`config.mk`:
```
export PLATFORM = sky130hd
export DESIGN_NAME = priority_ready_queue_flat
export DESIGN_NICKNAME = d
export VERILOG_FILES = /design/src/design/prq_pkg.sv /design/src/design/prq_stream_if.sv /design/src/design/prq_ram.sv /design/src/design/prq_ctrl.sv /design/src/design/prq_datapath.sv /design/src/design/priority_ready_queue.sv /design/src/flat_wrapper.sv
export VERILOG_INCLUDE_DIRS = /design/src /design/src/design
export SDC_FILE = /design/constraint.sdc
export NUM_CORES = 2
export LEC_CHECK = 0
export BUFFER_PORTS_ARGS = -buffer_cell sky130_fd_sc_hd__buf_2
export CAP_MARGIN = 20
export CORE_AREA = 2 2 573 575
export DETAILED_ROUTE_END_ITERATION = 8
export DIE_AREA = 0 0 575 577
export PLACE_DENSITY = 0.65
export SLEW_MARGIN = 20
export SYNTH_ARGS = -nofsm -noshare
export SYNTH_HDL_FRONTEND = slang
export SYNTH_SLANG_ARGS = --single-unit
export TNS_END_PERCENT = 50
```
`constraint.sdc`:
```
create_clock -name i_clk -period 10.9 [get_ports i_clk]
set_clock_uncertainty 0.15 [all_clocks]
set_input_delay 1.635 -clock i_clk [delete_from_list [all_inputs] [get_ports i_clk]]
set_output_delay 1.635 -clock i_clk [all_outputs]
set_load 0.02 [all_outputs]
```
`src/design/priority_ready_queue_assert.svh`:
```
// Assertion macros for the priority ready queue.
// Included by the top level; depends on nothing else.
`ifndef PRIORITY_READY_QUEUE_ASSERT_SVH
`define PRIORITY_READY_QUEUE_ASSERT_SVH

`ifndef SYNTHESIS

// A condition that must hold at every clock edge outside reset.
`define PRQ_ASSERT_ALWAYS(label, clk, rst_n, cond, msg) \
    label: assert property (@(posedge clk) disable iff (!rst_n) (cond)) else $error(msg);

// A consequence that must hold in the same cycle as its cause.
`define PRQ_ASSERT_IMPL(label, clk, rst_n, cause, conseq, msg) \
    label: assert property (@(posedge clk) disable iff (!rst_n) (cause) |-> (conseq)) \
        else $error(msg);

// A consequence that must hold in the cycle after its cause.
`define PRQ_ASSERT_NEXT(label, clk, rst_n, cause, conseq, msg) \
    label: assert property (@(posedge clk) disable iff (!rst_n) (cause) |=> (conseq)) \
        else $error(msg);

`else

`define PRQ_ASSERT_ALWAYS(label, clk, rst_n, cond, msg)
`define PRQ_ASSERT_IMPL(label, clk, rst_n, cause, conseq, msg)
`define PRQ_ASSERT_NEXT(label, clk, rst_n, cause, conseq, msg)

`endif

`endif

```
`src/design/prq_pkg.sv`:
```
// Shared types, codes and default sizes of the priority ready queue.
// Depends on nothing; the controller, datapath, top level and testbench import it.
package prq_pkg;

    localparam int DEF_NUM_LEVELS  = 8;
    localparam int DEF_LEVEL_DEPTH = 16;
    localparam int DEF_NUM_TASKS   = 16;

    localparam int KIND_W   = 2;
    localparam int TASK_FW  = 4;
    localparam int PRIO_FW  = 3;
    localparam int PC_W     = 16;
    localparam int ORDER_W  = 8;
    localparam int STATUS_W = 3;
    localparam int ENTRY_W  = TASK_FW + PC_W + ORDER_W;

    localparam logic [KIND_W-1:0] KIND_NEW     = 2'd0;
    localparam logic [KIND_W-1:0] KIND_PREEMPT = 2'd1;
    localparam int                KIND_POP_BIT = 1;

    localparam logic [STATUS_W-1:0] ST_PUSHED     = 3'd0;
    localparam logic [STATUS_W-1:0] ST_FULL       = 3'd1;
    localparam logic [STATUS_W-1:0] ST_DISPATCHED = 3'd2;
    localparam logic [STATUS_W-1:0] ST_IDLE_TASK  = 3'd3;
    localparam logic [STATUS_W-1:0] ST_NONE       = 3'd4;

    typedef struct packed {
        logic [KIND_W-1:0]  kind;
        logic [TASK_FW-1:0] task_id;
        logic [PRIO_FW-1:0] prio;
        logic [PC_W-1:0]    pc;
        logic               sleepers_present;
    } t_req;

    typedef struct packed {
        logic [STATUS_W-1:0] status;
        logic [TASK_FW-1:0]  out_task;
        logic [PRIO_FW-1:0]  out_prio;
        logic [PC_W-1:0]     out_pc;
        logic [ORDER_W-1:0]  out_activation;
        logic [PRIO_FW-1:0]  highest_ready;
    } t_rsp;

    // Commands from the controller to the datapath.
    typedef struct packed {
        logic capture;
        logic commit;
    } t_dp_cmd;

    // Status from the datapath.
    typedef struct packed {
        logic queue_empty;
        logic top_ok;
    } t_dp_status;

endpackage

```
`src/design/prq_stream_if.sv`:
```
// Valid/ready channel carrying one request of payload type T.
// Depends on nothing; the payload type is given where it is instantiated.
interface prq_stream_if #(parameter type T = logic) ();
    logic valid;
    logic ready;
    T     payload;

    modport source (output valid, output payload, input ready);
    modport sink   (input valid, input payload, output ready);
endinterface

```
`src/design/prq_ram.sv`:
```
// Generic simple dual-port RAM: one write port, one read port, registered read.
// Depends on nothing.
module prq_ram #(
    parameter int WIDTH = 8,
    parameter int DEPTH = 16
) (
    input  logic                     i_clk,
    input  logic                     i_we,
    input  logic [$clog2(DEPTH)-1:0] i_waddr,
    input  logic [WIDTH-1:0]         i_wdata,
    input  logic                     i_re,
    input  logic [$clog2(DEPTH)-1:0] i_raddr,
    output logic [WIDTH-1:0]         o_rdata
);
    logic [WIDTH-1:0] r_mem [DEPTH];
    logic [WIDTH-1:0] r_rdata;

    always_ff @(posedge i_clk) begin
        if (i_we) begin
            r_mem[i_waddr] <= i_wdata;
        end
        if (i_re) begin
            r_rdata <= r_mem[i_raddr];
        end
    end

    assign o_rdata = r_rdata;
endmodule

```
`src/design/prq_ctrl.sv`:
```
// Controller of the priority ready queue: accept, commit and output handshake.
// Depends on prq_pkg.
module prq_ctrl import prq_pkg::*; (
    input  logic    i_clk,
    input  logic    i_rst_n,
    input  logic    i_in_valid,
    output logic    o_in_ready,
    input  logic    i_out_ready,
    output logic    o_out_valid,
    output t_dp_cmd o_cmd
);
    localparam logic S_IDLE = 1'b0;
    localparam logic S_EXEC = 1'b1;

    logic r_state, n_state;
    logic r_out_valid, n_out_valid;
    logic commit;

    // The result may only be committed once the output register is free.
    assign commit = (r_state == S_EXEC) && (!r_out_valid || i_out_ready);

    always_comb begin
        n_state = r_state;
        case (r_state)
            S_IDLE: begin
                if (i_in_valid) begin
                    n_state = S_EXEC;
                end
            end
            S_EXEC: begin
                if (commit) begin
                    n_state = S_IDLE;
                end
            end
            default: n_state = S_IDLE;
        endcase
    end

    always_comb begin
        if (commit) begin
            n_out_valid = 1'b1;
        end else if (i_out_ready) begin
            n_out_valid = 1'b0;
        end else begin
            n_out_valid = r_out_valid;
        end
    end

    always_ff @(posedge i_clk) begin
        if (!i_rst_n) begin
            r_state     <= S_IDLE;
            r_out_valid <= 1'b0;
        end else begin
            r_state     <= n_state;
            r_out_valid <= n_out_valid;
        end
    end

    assign o_in_ready    = (r_state == S_IDLE);
    assign o_out_valid   = r_out_valid;
    assign o_cmd.capture = i_in_valid && (r_state == S_IDLE);
    assign o_cmd.commit  = commit;
endmodule

```
`src/design/prq_datapath.sv`:
```
// Datapath of the priority ready queue: level pointers, counts, activation
// counters, queue RAM and the result register. Depends on prq_pkg, prq_ram.
module prq_datapath import prq_pkg::*; #(
    parameter int NUM_LEVELS  = DEF_NUM_LEVELS,
    parameter int LEVEL_DEPTH = DEF_LEVEL_DEPTH,
    parameter int NUM_TASKS   = DEF_NUM_TASKS
) (
    input  logic       i_clk,
    input  logic       i_rst_n,
    input  t_dp_cmd    i_cmd,
    input  t_req       i_req,
    output t_rsp       o_rsp,
    output t_dp_status o_status
);
    localparam int LVL_W   = $clog2(NUM_LEVELS);
    localparam int PTR_W   = $clog2(LEVEL_DEPTH);
    localparam int CNT_W   = $clog2(LEVEL_DEPTH + 1);
    localparam int TASK_W  = $clog2(NUM_TASKS);
    localparam int ENTRIES = NUM_LEVELS * LEVEL_DEPTH;
    localparam int ADDR_W  = $clog2(ENTRIES);
    localparam int LEXT_W  = (LVL_W > PRIO_FW) ? LVL_W : PRIO_FW;
    localparam int TEXT_W  = (TASK_W > TASK_FW) ? TASK_W : TASK_FW;

    function automatic logic [LVL_W-1:0] lvl_of(input logic [PRIO_FW-1:0] p);
        logic [LEXT_W-1:0] e;
        e = LEXT_W'(p);
        return e[LVL_W-1:0];
    endfunction

    function automatic logic [PRIO_FW-1:0] prio_of(input logic [LVL_W-1:0] l);
        logic [LEXT_W-1:0] e;
        e = LEXT_W'(l);
        return e[PRIO_FW-1:0];
    endfunction

    function automatic logic [TASK_W-1:0] tidx_of(input logic [TASK_FW-1:0] t);
        logic [TEXT_W-1:0] e;
        e = TEXT_W'(t);
        return e[TASK_W-1:0];
    endfunction

    function automatic logic [ADDR_W-1:0] slot_of(input logic [LVL_W-1:0] l,
                                                  input logic [PTR_W-1:0] p);
        return ADDR_W'(32'(l) * LEVEL_DEPTH + 32'(p));
    endfunction

    function automatic logic [PTR_W-1:0] ptr_inc(input logic [PTR_W-1:0] p);
        return (p == PTR_W'(LEVEL_DEPTH - 1)) ? '0 : p + PTR_W'(1);
    endfunction

    // Highest set bit, or level zero when none is set.
    function automatic logic [LVL_W-1:0] top_of(input logic [NUM_LEVELS-1:0] v);
        logic [LVL_W-1:0] res;
        res = '0;
        for (int i = 0; i < NUM_LEVELS; i++) begin
            if (v[i]) begin
                res = LVL_W'(i);
            end
        end
        return res;
    endfunction

    logic [PTR_W-1:0]   r_head [NUM_LEVELS];
    logic [PTR_W-1:0]   n_head [NUM_LEVELS];
    logic [PTR_W-1:0]   r_tail [NUM_LEVELS];
    logic [PTR_W-1:0]   n_tail [NUM_LEVELS];
    logic [CNT_W-1:0]   r_count [NUM_LEVELS];
    logic [CNT_W-1:0]   n_count [NUM_LEVELS];
    logic [LVL_W-1:0]   r_top, n_top;
    logic [ORDER_W-1:0] r_next_act [NUM_TASKS];
    logic [ORDER_W-1:0] n_next_act [NUM_TASKS];
    logic [ORDER_W-1:0] r_cur_act [NUM_TASKS];
    logic [ORDER_W-1:0] n_cur_act [NUM_TASKS];
    t_req               r_req;
    t_rsp               r_rsp;
    t_rsp               rsp;

    logic [NUM_LEVELS-1:0] nonempty;
    logic [NUM_LEVELS-1:0] nonempty_after;
    logic                  queue_empty;
    logic                  is_pop;
    logic                  push_ok;
    logic [LVL_W-1:0]      p_lvl;
    logic [TASK_W-1:0]     p_tidx;
    logic [TASK_W-1:0]     rd_tidx;
    logic [PC_W-1:0]       push_pc;
    logic [ORDER_W-1:0]    push_order;
    logic [ORDER_W-1:0]    new_act;

    logic                  ram_we;
    logic [ADDR_W-1:0]     ram_waddr;
    logic [ENTRY_W-1:0]    ram_wdata;
    logic [ADDR_W-1:0]     ram_raddr;
    logic [ENTRY_W-1:0]    ram_rdata;
    logic [TASK_FW-1:0]    rd_task;
    logic [PC_W-1:0]       rd_pc;
    logic [ORDER_W-1:0]    rd_order;

    always_comb begin
        for (int i = 0; i < NUM_LEVELS; i++) begin
            nonempty[i]       = (r_count[i] != '0);
            nonempty_after[i] = nonempty[i] &&
                                !((LVL_W'(i) == r_top) && (r_count[i] == CNT_W'(1)));
        end
    end

    assign queue_empty = (nonempty == '0);
    assign is_pop      = r_req.kind[KIND_POP_BIT];
    assign p_lvl       = lvl_of(r_req.prio);
    assign p_tidx      = tidx_of(r_req.task_id);
    assign push_ok     = (32'(r_req.prio) < NUM_LEVELS) &&
                         (32'(r_req.task_id) < NUM_TASKS) &&
                         (32'(r_count[p_lvl]) < LEVEL_DEPTH);

    assign rd_task  = ram_rdata[ENTRY_W-1 -: TASK_FW];
    assign rd_pc    = ram_rdata[ORDER_W +: PC_W];
    assign rd_order = ram_rdata[ORDER_W-1:0];
    assign rd_tidx  = tidx_of(rd_task);

    // The head of the current top level is read while the request is captured.
    assign ram_raddr = slot_of(r_top, r_head[r_top]);

    assign new_act    = r_next_act[p_tidx] + ORDER_W'(1);
    assign push_pc    = (r_req.kind == KIND_PREEMPT) ? r_req.pc + PC_W'(1) : r_req.pc;
    assign push_order = (r_req.kind == KIND_PREEMPT) ? r_cur_act[p_tidx] : new_act;
    assign ram_waddr  = slot_of(p_lvl, r_tail[p_lvl]);
    assign ram_wdata  = {r_req.task_id, push_pc, push_order};

    always_comb begin
        n_head     = r_head;
        n_tail     = r_tail;
        n_count    = r_count;
        n_top      = r_top;
        n_next_act = r_next_act;
        n_cur_act  = r_cur_act;
        ram_we     = 1'b0;
        rsp        = '0;
        if (i_cmd.commit) begin
            if (is_pop) begin
                if (queue_empty) begin
                    rsp.status = r_req.sleepers_present ? ST_IDLE_TASK : ST_NONE;
                end else begin
                    if (32'(rd_task) < NUM_TASKS) begin
                        n_cur_act[rd_tidx] = rd_order;
                    end
                    n_head[r_top]      = ptr_inc(r_head[r_top]);
                    n_count[r_top]     = r_count[r_top] - CNT_W'(1);
                    n_top              = top_of(nonempty_after);
                    rsp.status         = ST_DISPATCHED;
                    rsp.out_task       = rd_task;
                    rsp.out_prio       = prio_of(r_top);
                    rsp.out_pc         = rd_pc;
                    rsp.out_activation = rd_order;
                end
            end else if (push_ok) begin
                ram_we         = 1'b1;
                n_tail[p_lvl]  = ptr_inc(r_tail[p_lvl]);
                n_count[p_lvl] = r_count[p_lvl] + CNT_W'(1);
                if (r_req.kind != KIND_PREEMPT) begin
                    n_next_act[p_tidx] = new_act;
                end
                if (p_lvl > r_top) begin
                    n_top = p_lvl;
                end
                rsp.status = ST_PUSHED;
            end else begin
                rsp.status = ST_FULL;
            end
            rsp.highest_ready = prio_of(n_top);
        end
    end

    always_ff @(posedge i_clk) begin
        if (!i_rst_n) begin
            for (int i = 0; i < NUM_LEVELS; i++) begin
                r_head[i]  <= '0;
                r_tail[i]  <= '0;
                r_count[i] <= '0;
            end
            for (int i = 0; i < NUM_TASKS; i++) begin
                r_next_act[i] <= '0;
                r_cur_act[i]  <= '0;
            end
            r_top <= '0;
        end else begin
            r_head     <= n_head;
            r_tail     <= n_tail;
            r_count    <= n_count;
            r_top      <= n_top;
            r_next_act <= n_next_act;
            r_cur_act  <= n_cur_act;
        end
    end

    always_ff @(posedge i_clk) begin
        if (i_cmd.capture) begin
            r_req <= i_req;
        end
        if (i_cmd.commit) begin
            r_rsp <= rsp;
        end
    end

    prq_ram #(
        .WIDTH (ENTRY_W),
        .DEPTH (ENTRIES)
    ) u_queue_ram (
        .i_clk   (i_clk),
        .i_we    (ram_we),
        .i_waddr (ram_waddr),
        .i_wdata (ram_wdata),
        .i_re    (i_cmd.capture),
        .i_raddr (ram_raddr),
        .o_rdata (ram_rdata)
    );

    assign o_rsp                = r_rsp;
    assign o_status.queue_empty = queue_empty;
    // The tracked top level is non-empty whenever anything is queued.
    assign o_status.top_ok      = queue_empty || nonempty[r_top];
endmodule

```
`src/design/priority_ready_queue.sv`:
```
// Priority ready queue: one circular FIFO per level, highest non-empty level tracked.
// A request is accepted and captured together with the registered read of the queue RAM;
// its result is then committed to the result register, where it is held until taken.
// A new request is accepted only after the last one is committed; a stalled output
// holds the commit back.
// Reset (synchronous, active low) clears pointers, counts, top level and activation
// counters; the queue RAM is not cleared.
`include "priority_ready_queue_assert.svh"

module priority_ready_queue import prq_pkg::*; #(
    parameter int NUM_LEVELS  = DEF_NUM_LEVELS,
    parameter int LEVEL_DEPTH = DEF_LEVEL_DEPTH,
    parameter int NUM_TASKS   = DEF_NUM_TASKS
) (
    input  logic         i_clk,
    input  logic         i_rst_n,
    prq_stream_if.sink   i_req,
    prq_stream_if.source o_rsp
);
    t_dp_cmd    dp_cmd;
    t_dp_status dp_status;
    logic       in_ready;
    logic       out_valid;
    t_req       req_payload;
    t_rsp       rsp_payload;

    assign req_payload = i_req.payload;

    prq_ctrl u_ctrl (
        .i_clk       (i_clk),
        .i_rst_n     (i_rst_n),
        .i_in_valid  (i_req.valid),
        .o_in_ready  (in_ready),
        .i_out_ready (o_rsp.ready),
        .o_out_valid (out_valid),
        .o_cmd       (dp_cmd)
    );

    prq_datapath #(
        .NUM_LEVELS  (NUM_LEVELS),
        .LEVEL_DEPTH (LEVEL_DEPTH),
        .NUM_TASKS   (NUM_TASKS)
    ) u_datapath (
        .i_clk    (i_clk),
        .i_rst_n  (i_rst_n),
        .i_cmd    (dp_cmd),
        .i_req    (req_payload),
        .o_rsp    (rsp_payload),
        .o_status (dp_status)
    );

    assign i_req.ready   = in_ready;
    assign o_rsp.valid   = out_valid;
    assign o_rsp.payload = rsp_payload;

    `PRQ_ASSERT_NEXT(a_busy_after_accept, i_clk, i_rst_n, i_req.valid && i_req.ready,
                     !i_req.ready, "request accepted while one is in flight")
    `PRQ_ASSERT_ALWAYS(a_top_level_ok, i_clk, i_rst_n, dp_status.top_ok,
                       "tracked top level is empty while tasks are queued")
    `PRQ_ASSERT_IMPL(a_idle_means_empty, i_clk, i_rst_n,
                     o_rsp.valid && (o_rsp.payload.status == ST_IDLE_TASK ||
                                     o_rsp.payload.status == ST_NONE),
                     dp_status.queue_empty, "empty-queue result while tasks are queued")
    `PRQ_ASSERT_NEXT(a_commit_gives_result, i_clk, i_rst_n, dp_cmd.commit, o_rsp.valid,
                     "committed request produced no result")
endmodule

```
`src/flat_wrapper.sv`:
```
// flat-port wrapper written by rule: the top's interface ports become plain ports
module priority_ready_queue_flat import prq_pkg::*;
#(
    parameter int NUM_LEVELS  = DEF_NUM_LEVELS,
    parameter int LEVEL_DEPTH = DEF_LEVEL_DEPTH,
    parameter int NUM_TASKS   = DEF_NUM_TASKS
)
  (i_clk, i_rst_n, i_req_valid, i_req_payload, i_req_ready, o_rsp_valid, o_rsp_payload, o_rsp_ready);
  prq_stream_if #(.T(t_req)) i_req_i ();
  prq_stream_if #(.T(t_rsp)) o_rsp_i ();
  input  logic i_clk;
  input  logic i_rst_n;
  input wire logic [$bits(i_req_i.valid)-1:0] i_req_valid;
  input wire logic [$bits(i_req_i.payload)-1:0] i_req_payload;
  output wire logic [$bits(i_req_i.ready)-1:0] i_req_ready;
  output wire logic [$bits(o_rsp_i.valid)-1:0] o_rsp_valid;
  output wire logic [$bits(o_rsp_i.payload)-1:0] o_rsp_payload;
  input wire logic [$bits(o_rsp_i.ready)-1:0] o_rsp_ready;
  assign i_req_i.valid = i_req_valid;
  assign i_req_i.payload = i_req_payload;
  assign i_req_ready = i_req_i.ready;
  assign o_rsp_valid = o_rsp_i.valid;
  assign o_rsp_payload = o_rsp_i.payload;
  assign o_rsp_i.ready = o_rsp_ready;
  priority_ready_queue #(.NUM_LEVELS(NUM_LEVELS), .LEVEL_DEPTH(LEVEL_DEPTH), .NUM_TASKS(NUM_TASKS)) u_core (.i_clk(i_clk), .i_rst_n(i_rst_n), .i_req(i_req_i), .o_rsp(o_rsp_i));
endmodule
```
==> flow_summary.html <==
<table>
<tr><th>Metric</th><th>Value</th></tr>
<tr><th colspan="2">Outcome</th></tr>
<tr><td>Outcome</td><td>finished clean</td></tr>
<tr><th colspan="2">Floorplan</th></tr>
<tr><td>DIE HEIGHT</td><td>577 microns</td></tr>
<tr><td>Effective utilization at floorplan</td><td>49.8%</td></tr>
<tr><td>Die Footprint</td><td>332000 sq um</td></tr>
<tr><td>Top-Level Pins</td><td>69</td></tr>
<tr><td>Core outline area</td><td>326000 sq um</td></tr>
<tr><td>Standard-cell rows</td><td>210</td></tr>
<tr><td>Die X</td><td>575 microns</td></tr>
<tr><th colspan="2">Worst setup path</th></tr>
<tr><td>Stage delay of the slowest cell on the critical path</td><td>0.82 ns</td></tr>
<tr><td>Type of element launching the critical path</td><td>flip-flop</td></tr>
<tr><td>CP max stage cell</td><td>o211a_1</td></tr>
<tr><td>Setup slack, reg-to-reg</td><td>4.38 ns</td></tr>
<tr><td>Critical path cell sequence</td><td>buf_4, inv_4, o32a_2, buf_4, nand2_8, buf_12, mux4_2, a21oi_1, o211a_1, o211ai_1, and4_1</td></tr>
<tr><td>FF-to-FF path depth</td><td>11</td></tr>
<tr><td>Worst EP arrival</td><td>7.09 ns</td></tr>
<tr><td>Crit Path Max Fanout</td><td>125</td></tr>
<tr><td>Most used cell along the critical path</td><td>buf_4</td></tr>
<tr><td>FF-to-FF End</td><td>u_core.u_datapath.u_queue_ram.o_rdata[6]</td></tr>
<tr><td>CP endpoint kind</td><td>flip-flop</td></tr>
<tr><td>CP startpoint</td><td>u_core.u_datapath.r_top[0]</td></tr>
<tr><td>Start of the worst register-to-register path</td><td>u_core.u_datapath.r_top[0]</td></tr>
<tr><td>Critical path data required time</td><td>11.47 ns</td></tr>
<tr><td>WS Path Type</td><td>reg -&gt; reg</td></tr>
<tr><th colspan="2">Logic synthesis</th></tr>
<tr><td>Cell count after synthesis</td><td>11686</td></tr>
<tr><td>Flip-flop and latch count after synthesis</td><td>4040</td></tr>
<tr><td>Cell with the most instances after synthesis</td><td>edfxtp_1</td></tr>
<tr><td>Top area cells in the synthesized netlist</td><td>edfxtp_1, nand2_1, dfxtp_1, mux2i_1, mux4_2</td></tr>
<tr><td>Syn_nets</td><td>11725</td></tr>
<tr><td>Dominant cell type by area after synthesis</td><td>edfxtp_1</td></tr>
<tr><td>Count of distinct cell types in the synthesized netlist</td><td>75</td></tr>
<tr><td>Multiplexer fraction of the synthesized cell area</td><td>5.88%</td></tr>
<tr><td>Synth Area in Compound Gates</td><td>6.77%</td></tr>
<tr><td>Synthesized-area fraction occupied by adder cells</td><td>0.0694%</td></tr>
<tr><td>Share of synthesized area occupied by flip-flops and latches</td><td>72.5%</td></tr>
<tr><td>Basic-gate share of the synthesized area counting and, or, nand and nor cells</td><td>12.3%</td></tr>
<tr><td>Post-synth top flop</td><td>edfxtp_1</td></tr>
<tr><td>Cell types with the highest counts after synthesis</td><td>edfxtp_1, nand2_1, nand3_1, mux2i_1, clkbuf_1</td></tr>
<tr><td>EDFF count, synth</td><td>3675</td></tr>
<tr><td>Proportion of register bits with asynchronous set or reset after synthesis</td><td>0%</td></tr>
<tr><td>Syn. warnings</td><td>0</td></tr>
<tr><td>Mapped Area</td><td>162000 sq um</td></tr>
<tr><td>Mean instance size in the synthesized netlist</td><td>13.9 sq um</td></tr>
<tr><td>Fraction of synthesized cell area taken by the top area cell type</td><td>68.0%</td></tr>
<tr><td>Largest family of logic cells by synthesized area</td><td>simple AND/OR/NAND/NOR gates</td></tr>
<tr><td>Synth Area in XOR/XNOR</td><td>0.156%</td></tr>
<tr><th colspan="2">Clock tree</th></tr>
<tr><td>Clock network latency to the later pin of the worst-skew pair</td><td>0.98 ns</td></tr>
<tr><td>Number of resized instances in the post-cts repair step</td><td>0</td></tr>
<tr><td>CTS tree</td><td>yes</td></tr>
<tr><td>CTS Buffer Depth</td><td>4</td></tr>
<tr><td>TritonCTS Buffers</td><td>409</td></tr>
<tr><td>Clock-pin transition on the worst setup and hold timing paths</td><td>0.06 ns</td></tr>
<tr><td>Post-CTS setup repair buffer count</td><td>0</td></tr>
<tr><td>Clock root cell</td><td>clkbuf_16</td></tr>
<tr><td>Clock H-tree levels</td><td>5</td></tr>
<tr><td>Number of buffers added to fix hold violations after cts</td><td>0</td></tr>
<tr><td>Total number of clock tree sinks</td><td>4040</td></tr>
<tr><th colspan="2">Route</th></tr>
<tr><td>Per-cell routed wire length</td><td>31.6 microns</td></tr>
<tr><td>Vias</td><td>105130</td></tr>
<tr><td>Count of nets left with antenna violations after detail routing</td><td>0</td></tr>
<tr><td>Pre-Repair DR Iteration Count</td><td>8</td></tr>
<tr><td>Post-detailed-routing wire length</td><td>518000 microns</td></tr>
<tr><td>Iter 0 DRT Violations</td><td>16046</td></tr>
<tr><td>Drt drc</td><td>0</td></tr>
<tr><td>Routed via count divided by cell count</td><td>6.41</td></tr>
<tr><th colspan="2">Global route</th></tr>
<tr><td>Global-route track usage on met3</td><td>7.70%</td></tr>
<tr><td>Vias in the first global route</td><td>99722</td></tr>
<tr><td>Global-route wire length before repair</td><td>733000 microns</td></tr>
<tr><td>Largest net degree at the start of global routing</td><td>143</td></tr>
<tr><td>Aggregate global routing overflow</td><td>0</td></tr>
<tr><td>Grt met1 use</td><td>41.2%</td></tr>
<tr><td>Met2 usage in global routing</td><td>45.7%</td></tr>
<tr><td>GRT Resource Usage Total</td><td>30.6%</td></tr>
<tr><td>Most used routing layer in global routing</td><td>met2</td></tr>
<tr><td>Antenna violations before repair</td><td>35</td></tr>
<tr><th colspan="2">Place</th></tr>
<tr><td>Last weighted congestion value of the routability-driven placer</td><td>0.925</td></tr>
<tr><td>Final HPWL DP</td><td>298000 microns</td></tr>
<tr><td>Port Buf Inserts</td><td>68</td></tr>
<tr><th colspan="2">STA</th></tr>
<tr><td>Setup Total Neg Slack</td><td>0 ns</td></tr>
<tr><td>Final worst path period share</td><td>59.8%</td></tr>
<tr><td>RSZ-0062 raised after global routing</td><td>no</td></tr>
<tr><td>Slew Limit Fails</td><td>0</td></tr>
<tr><td>Number of endpoints failing setup at the final stage</td><td>0</td></tr>
<tr><td>Transition time at the pin with the least slew margin</td><td>1.23 ns</td></tr>
<tr><td>Final hold vios</td><td>0</td></tr>
<tr><td>Slew HR</td><td>17.7%</td></tr>
<tr><td>Fmax</td><td>0.153 GHz</td></tr>
<tr><td>Final Critical Period</td><td>6.52 ns</td></tr>
<tr><th colspan="2">Job</th></tr>
<tr><td>Max-cap viol count</td><td>0</td></tr>
<tr><th colspan="2">Worst hold path</th></tr>
<tr><td>Source of the worst hold timing path</td><td>u_core.u_datapath.r_cur_act[122]</td></tr>
<tr><td>Hold Crit Depth</td><td>2</td></tr>
<tr><td>Min-Delay Path Class</td><td>reg -&gt; reg</td></tr>
<tr><td>Endpoint with the worst hold slack</td><td>u_core.u_datapath.r_cur_act[122]</td></tr>
<tr><th colspan="2">Final layout</th></tr>
<tr><td>Fill cell count</td><td>25707</td></tr>
<tr><td>Synthesis-to-layout area growth</td><td>11.9%</td></tr>
<tr><td>Net count reported at finish</td><td>11722</td></tr>
<tr><td>Layout cell share with drive strength beyond 1</td><td>11.7%</td></tr>
<tr><th colspan="2">Power</th></tr>
<tr><td>Power consumption</td><td>0.0336 W</td></tr>
<tr><td>Pleak</td><td>60.3 nW</td></tr>
<tr><td>Worst vdd rail ir drop</td><td>0.135 mV</td></tr>
<tr><td>Power Density</td><td>185 nW/um^2</td></tr>
</table>
-- power by group --
part / leakage [nW] / total, W / switching (W) / internal, W
logic: 17.4 / 0.00259 / 0.00196 / 0.000622
registers: 36.4 / 0.0171 / 0.0000575 / 0.0170
clock network: 6.43 / 0.0139 / 0.00593 / 0.00800
total: 60.3 / 0.0336 / 0.00795 / 0.0256
-- how the worst max path moves through the flow --
stage                                                           end  cells past startpoint
after CTS                  u_core.u_datapath.u_queue_ram.o_rdata[6]                     11
after detailed placement   u_core.u_datapath.u_queue_ram.o_rdata[6]                     11
final                      u_core.u_datapath.u_queue_ram.o_rdata[6]                     11
after floorplan           u_core.u_datapath.u_queue_ram.r_mem[0][2]                      9
after global routing       u_core.u_datapath.u_queue_ram.o_rdata[1]                     11
after global placement     u_core.u_datapath.u_queue_ram.o_rdata[6]                     11
-- routing by layer --
metal	up-vias	share of wire, %	wire, microns
met5	-	0.034	174
met4	18	6.2	31900
met3	1247	13	64900
met2	7005	44	229000
met1	52807	37	192000
li1	44053	-	-
-- state kept, by name (all words and copies together) (netlist names) --
signal and count:
u_core.u_datapath.u_queue_ram.r_mem 3584, u_core.u_datapath.r_cur_act 128, u_core.u_datapath.r_next_act 128, u_core.u_datapath.r_count 40, u_core.u_datapath.o_rsp 37, u_core.u_datapath.r_head 32, u_core.u_datapath.r_tail 32, u_core.u_datapath.u_queue_ram.o_rdata 28
u_core.u_datapath.r_req 18, u_core.u_datapath.p_tidx 4, u_core.u_datapath.p_lvl 3, u_core.u_datapath.r_top 3, u_core.u_ctrl.o_out_valid 1, u_core.u_ctrl.r_state 1, u_core.u_datapath.is_pop 1
-- stage by stage --
stage	instance area, sq um	hold slack (ns)	worst slack, ns	cells	util, %
5_1_grt	182000	0.350	4.51	16386	55.8
4_1_cts	181000	0.320	4.71	16353	55.7
2_1_floorplan	162000	0.291	2.14	11686	-
3_5_place_dp	168000	0.312	4.74	15612	51.7
3_3_place_gp	168000	0.304	4.78	15608	51.6
6_report	182000	0.319	4.38	16401	55.8
-- worst max-delay path: cells and delay by family, from the launching register on --
family                 cells  cell delay (ns)
and+or+nand+nor            2             1.10
buffers and inverters      4             1.53
AOI/OAI and AO/OA          4             2.17
muxes                      1             0.41
DFF                        1             0.43
-- layout by cell type, fill, tap and decap left out, types with 72 or more instances in the layout --
master	instances
and2_1	74
a31oi_1	227
mux4_2	206
and3_1	291
nand3_1	824
nor2_4	72
nor2b_1	156
dfxtp_1	364
a21oi_1	183
o21ai_0	258
a32oi_1	117
a21boi_0	77
a211oi_1	168
clkbuf_16	418
a311oi_1	168
edfxtp_1	3675
clkbuf_1	89
buf_4	315
nand4_1	127
o211a_1	128
clkinv_1	76
clkinv_2	73
nand2_1	2647
nor2_1	141
mux2i_1	485
-- cell type report --
class,count,area [sq um],area share [%]
clock buffers,521,11000,6.04
inverters,21,105,0.0578
clock inverters,220,2180,1.20
diodes,42,105,0.0578
repair buffers,416,3360,1.85
flip-flops and latches,4040,118000,64.8
well taps,4346,5440,2.99
multi-input cells,6795,41900,23.0
-- logic make-up after synthesis --
logic type	after synthesis
flip-flops	4040
adder cells (fa/ha/maj)	9
multiplexers	695
AND/OR/NAND/NOR	4510
XOR/XNOR	29
AO/OA/AOI/OAI	1552
buffers and inverters	851
Note: power is estimated with default switching activity, not from simulation.
